--- config.mk ---
export PLATFORM = sky130hd
export DESIGN_NAME = tdtq_cell
export DESIGN_NICKNAME = d
export VERILOG_FILES = /design/src/sv/tdtq_pkg.sv /design/src/sv/tdtq_cell.sv
export SDC_FILE = /design/constraint.sdc
export NUM_CORES = 1
export LEC_CHECK = 0
export ABC_AREA = 0
export BUFFER_PORTS_ARGS = -buffer_cell sky130_fd_sc_hd__buf_2
export CAP_MARGIN = 20
export CORE_AREA = 2 2 136 138
export CTS_CLUSTER_DIAMETER = 150
export DETAILED_ROUTE_END_ITERATION = 6
export DIE_AREA = 0 0 138 140
export GPL_ROUTABILITY_DRIVEN = 0
export GPL_TIMING_DRIVEN = 1
export PLACE_DENSITY = 0.67
export SLEW_MARGIN = 30
export SYNTH_ARGS = -nofsm -noshare
export SYNTH_HDL_FRONTEND = slang
export SYNTH_SLANG_ARGS = --single-unit
export TNS_END_PERCENT = 100
--- constraint.sdc ---
create_clock -name clk -period 8.96 [get_ports clk]
set_clock_uncertainty 0.15 [all_clocks]
set_input_delay 1.344 -clock clk [delete_from_list [all_inputs] [get_ports clk]]
set_output_delay 1.344 -clock clk [all_outputs]
set_load 0.01 [all_outputs]
--- src/sv/tdtq_pkg.sv ---
// Shared types and constants of the tickless deadline timer queue.
package tdtq_pkg;
	localparam int TABLE_DEPTH_DEF = 16;
	localparam int ID_WIDTH_DEF    = 8;
	localparam logic [31:0] QUANTUM_RST = 32'd10000000;

	typedef enum logic [1:0] {
		ACT_INSERT = 2'd0,
		ACT_IRQ    = 2'd1,
		ACT_ARM    = 2'd2,
		ACT_NONE   = 2'd3
	} action_t;

	typedef enum logic [2:0] {
		KIND_WOKEN = 3'd0,
		KIND_ARM   = 3'd1,
		KIND_RESCH = 3'd2,
		KIND_ACK   = 3'd3,
		KIND_FULL  = 3'd4
	} kind_t;

	typedef enum logic [1:0] {
		CELL_HOLD,
		CELL_INS,
		CELL_POP
	} cell_op_t;

	typedef enum logic [2:0] {
		ST_IDLE,
		ST_DISP,
		ST_WAKE,
		ST_ARM,
		ST_DELTA,
		ST_MIN,
		ST_MAX
	} state_t;

	localparam logic [1:0] REG_ENABLE  = 2'd0;
	localparam logic [1:0] REG_QUANTUM = 2'd1;
	localparam logic [1:0] REG_MIN     = 2'd2;
	localparam logic [1:0] REG_MAX     = 2'd3;
endpackage

--- src/sv/tdtq_cell.sv ---
// One slot of the sorted wait chain.
module tdtq_cell import tdtq_pkg::*; #(
	parameter int ID_W = ID_WIDTH_DEF
) (
	input  logic            clk,
	input  cell_op_t        op,
	input  logic            valid,
	input  logic [63:0]     new_dl,
	input  logic [ID_W-1:0] new_id,
	input  logic            left_keep,
	input  logic [63:0]     left_dl,
	input  logic [ID_W-1:0] left_id,
	input  logic [63:0]     right_dl,
	input  logic [ID_W-1:0] right_id,
	output logic            keep,
	output logic [63:0]     dl,
	output logic [ID_W-1:0] id
);
	logic [63:0]     dl_q;
	logic [ID_W-1:0] id_q;

	// entry stays put when it sorts at or before the new deadline
	assign keep = valid && (dl_q <= new_dl);
	assign dl   = dl_q;
	assign id   = id_q;

	always_ff @(posedge clk) begin
		unique case (op)
			CELL_INS: begin
				if (!keep) begin
					if (left_keep) begin
						dl_q <= new_dl;
						id_q <= new_id;
					end else begin
						dl_q <= left_dl;
						id_q <= left_id;
					end
				end
			end
			CELL_POP: begin
				dl_q <= right_dl;
				id_q <= right_id;
			end
			default: ;
		endcase
	end
endmodule

==> flow_summary.json <==
{
  "yosysTopAreaCellShare": 0.412,
  "drc": 0,
  "reg2reg_to": "dl[36]",
  "cts_buffer_depth": 2,
  "vias": 4912,
  "fp.coreArea_um2": 17800,
  "max_slew_margin": 0.487,
  "leakage_uw": 0.00365,
  "cts_max_level": 3,
  "cts_root_buf": "clkbuf_16",
  "syn_nets": 831,
  "ys_seq_area_frac": 0.412,
  "drt_iter0_drc": 186,
  "switchingPower_uw": 302,
  "grt_overflow": 0,
  "syn2layout_area_growth_pct": 37.4,
  "clk_transition_reported_paths_ns": 0.06,
  "netlist_area_um2": 5250,
  "p_total_uw": 1030,
  "min_from": "right_dl[1]",
  "drive_above_1_share": 0.378,
  "switching_share": 0.294,
  "diodes": 0,
  "rows": 49,
  "drt_wl_total_um": 15400,
  "finalCritPeriodShare": 0.553,
  "fin_tns_setup_ns": 0,
  "antenna_found_initial": 1,
  "tightest_slew_ns": 0.769,
  "ys_types": 29,
  "clock.fmax_mhz": 202,
  "fin_nets": 1115,
  "wl_per_cell_um": 14.5,
  "grt_max_degree": 89,
  "clk_latency_ns": 0.34,
  "synthCells": 546,
  "power.density_nw_per_um2": 142,
  "cts_resized": 0,
  "cp-start-kind": "input pin",
  "numCtsBuffers": 9,
  "reg2reg_slack_ns": 5.50,
  "crit-reg2reg-launch": "dl[54]",
  "setup_viol": 0,
  "period_minus_slack_ns": 4.96,
  "die_height_um": 140,
  "max-vdd-ir-drop_uv": 78.8,
  "hp-class": "in2reg",
  "seqPwrFrac": 0.424,
  "finalHoldViolCount": 0,
  "antenna_left": 0,
  "postLayoutCoreUtil": 0.406,
  "path_max_fanout": 3,
  "yosysWarnings": 0,
  "max-cap-violations": 0,
  "crit_start": "new_dl[54]",
  "hold_buffers": 0,
  "min_to": "dl[1]",
  "internal-power_uw": 724,
  "grt_first_pass_wirelength_um": 24400,
  "worst_setup_path_end_kind": "primary output",
  "place.port_buffers": 293,
  "cts_tree": "yes",
  "io_pins": 294,
  "start_util": 0.295,
  "drt_first_pass_iters": 5,
  "critPathKind": "in2out",
  "place_hpwl_um": 12300,
  "routed_via_density": 4.62,
  "grtUsageTotal": 0.157,
  "rsz0062_at_grt": "no",
  "grt_pass1_vias": 5080,
  "combPwrFrac": 0.260,
  "hold_depth": 3,
  "r2r_cells": 9,
  "outcome": "finished, final reports clean",
  "yosysTopAreaCell": "edfxtp_1",
  "dieArea_um2": 19300,
  "slew_viol_final": 0,
  "ys_ff_latch": 72,
  "arrival_ns": 3.46,
  "fp.dieW_um": 138,
  "avgSynthCellArea_um2": 9.62,
  "clock_sinks": 72,
  "post-cts-setup-buffers": 0,
  "clockPowerShare": 0.315,
  "crit_required_ns": 7.47,
  "synth_area_leaders": "edfxtp_1, ha_1, mux2i_1"
}
==> cells in the mapped netlist <==
| cell | number |
|---|---|
| a21oi_1 | 23 |
| nor4_1 | 3 |
| ha_1 | 64 |
| o21ai_1 | 2 |
| a21oi_2 | 2 |
| a21boi_0 | 2 |
| a211oi_1 | 2 |
| nand3b_1 | 1 |
| and4_1 | 3 |
| a221oi_1 | 1 |
| nor2_1 | 6 |
| o41ai_1 | 1 |
| nor4bb_1 | 1 |
| a311o_1 | 1 |
| a21o_1 | 3 |
| clkbuf_1 | 19 |
| inv_1 | 65 |
| mux2i_1 | 72 |
| a221o_1 | 2 |
| nand4_1 | 10 |
| nor2b_1 | 5 |
| a2111oi_2 | 1 |
| o21ai_0 | 78 |
| edfxtp_1 | 72 |
| buf_1 | 5 |
| a2111oi_0 | 1 |
| o211ai_1 | 2 |
| nand2_1 | 91 |
| nand3_1 | 8 |
==> flip-flops by register name, summed over array words and instances (netlist names) <==
register / count
id: 8
dl: 64
==> layout make-up <==
class	count	area, um2
clock inverters	4	22.5
inverters	65	244
clock buffers	11	233
fillers	1817	10600
multi-input cells	385	2760
flip-flops and latches	72	2160
well taps	229	287
repair buffers	297	1500
==> cell families (layout without fill, tap and decap cells) <==
group                      after synthesis  count (layout)  share of synthesized area
and+or+nand+nor                        128             128                      0.107
muxes                                   72              72                      0.137
buffers and inverters                   89             377                     0.0636
adders and majority gates               64              64                      0.153
AOI/OAI and AO/OA                      121             121                      0.128
DFF                                     72              72                      0.412
==> power by group through the flow <==
| stage | clock (uW) | sequential, uW | combinational, uW |
|---|---|---|---|
| final | 324 | 435 | 267 |
| after global routing | 348 | 440 | 303 |
| after CTS | 335 | 436 | 272 |
| after detailed placement | 0 | 443 | 271 |
| after global placement | 0 | 441 | 267 |
| after floorplan | 0 | 459 | 128 |
==> cell usage in the layout (no fill, tap or decap), types with 2 or more instances in the layout <==
cell type,count
a211oi_1,2
a21boi_0,2
a21o_1,3
a21oi_1,23
a21oi_2,2
a221o_1,2
and4_1,3
buf_2,292
buf_4,4
clkbuf_1,2
clkbuf_16,9
clkinv_2,3
edfxtp_1,72
ha_1,64
inv_1,65
mux2i_1,72
nand2_1,91
nand3_1,8
nand4_1,10
nor2_1,6
nor2b_1,4
nor4_1,3
o211ai_1,2
o21ai_0,78
o21ai_1,2
==> through the flow <==
step	setup WS [ns]	area, um2	hold WS [ns]	instances
after floorplan	3.85	5250	1.38	546
after global placement	3.93	6950	1.47	1048
after detailed placement	3.88	6950	1.47	1048
after CTS	3.88	7210	1.11	1063
after global routing	3.67	7210	1.13	1063
final	4.00	7210	1.13	1063
==> layer usage <==
layer	vias up	part of all wire	routed length [um]	GRT usage
met4	2	0.017	267	0.0521
met2	170	0.52	8020	0.293
met5	-	0.00084	13	0
met3	18	0.062	950	0.0434
met1	2192	0.40	6160	0.173
li1	2530	-	-	-
==> critical path: stages <==
cell and delay (ns):
buf_2 0.09, inv_1 0.04, ha_1 0.30, and4_1 0.22
nor4bb_1 0.55, nand3_1 0.20, nor2_1 0.24, o41ai_1 0.13
nand3b_1 0.11, a21boi_0 0.08, buf_2 0.15
==> how the worst max path moves through the flow <==
stage                       end  slack [ns]  cells past startpoint
after detailed placement   keep        3.88                     11
after global placement     keep        3.93                     11
after global routing       keep        3.67                     11
final                      keep        4.00                     11
after floorplan           dl[0]        3.85                      9
after CTS                  keep        3.88                     11
Power figures use the tool's default switching activity.
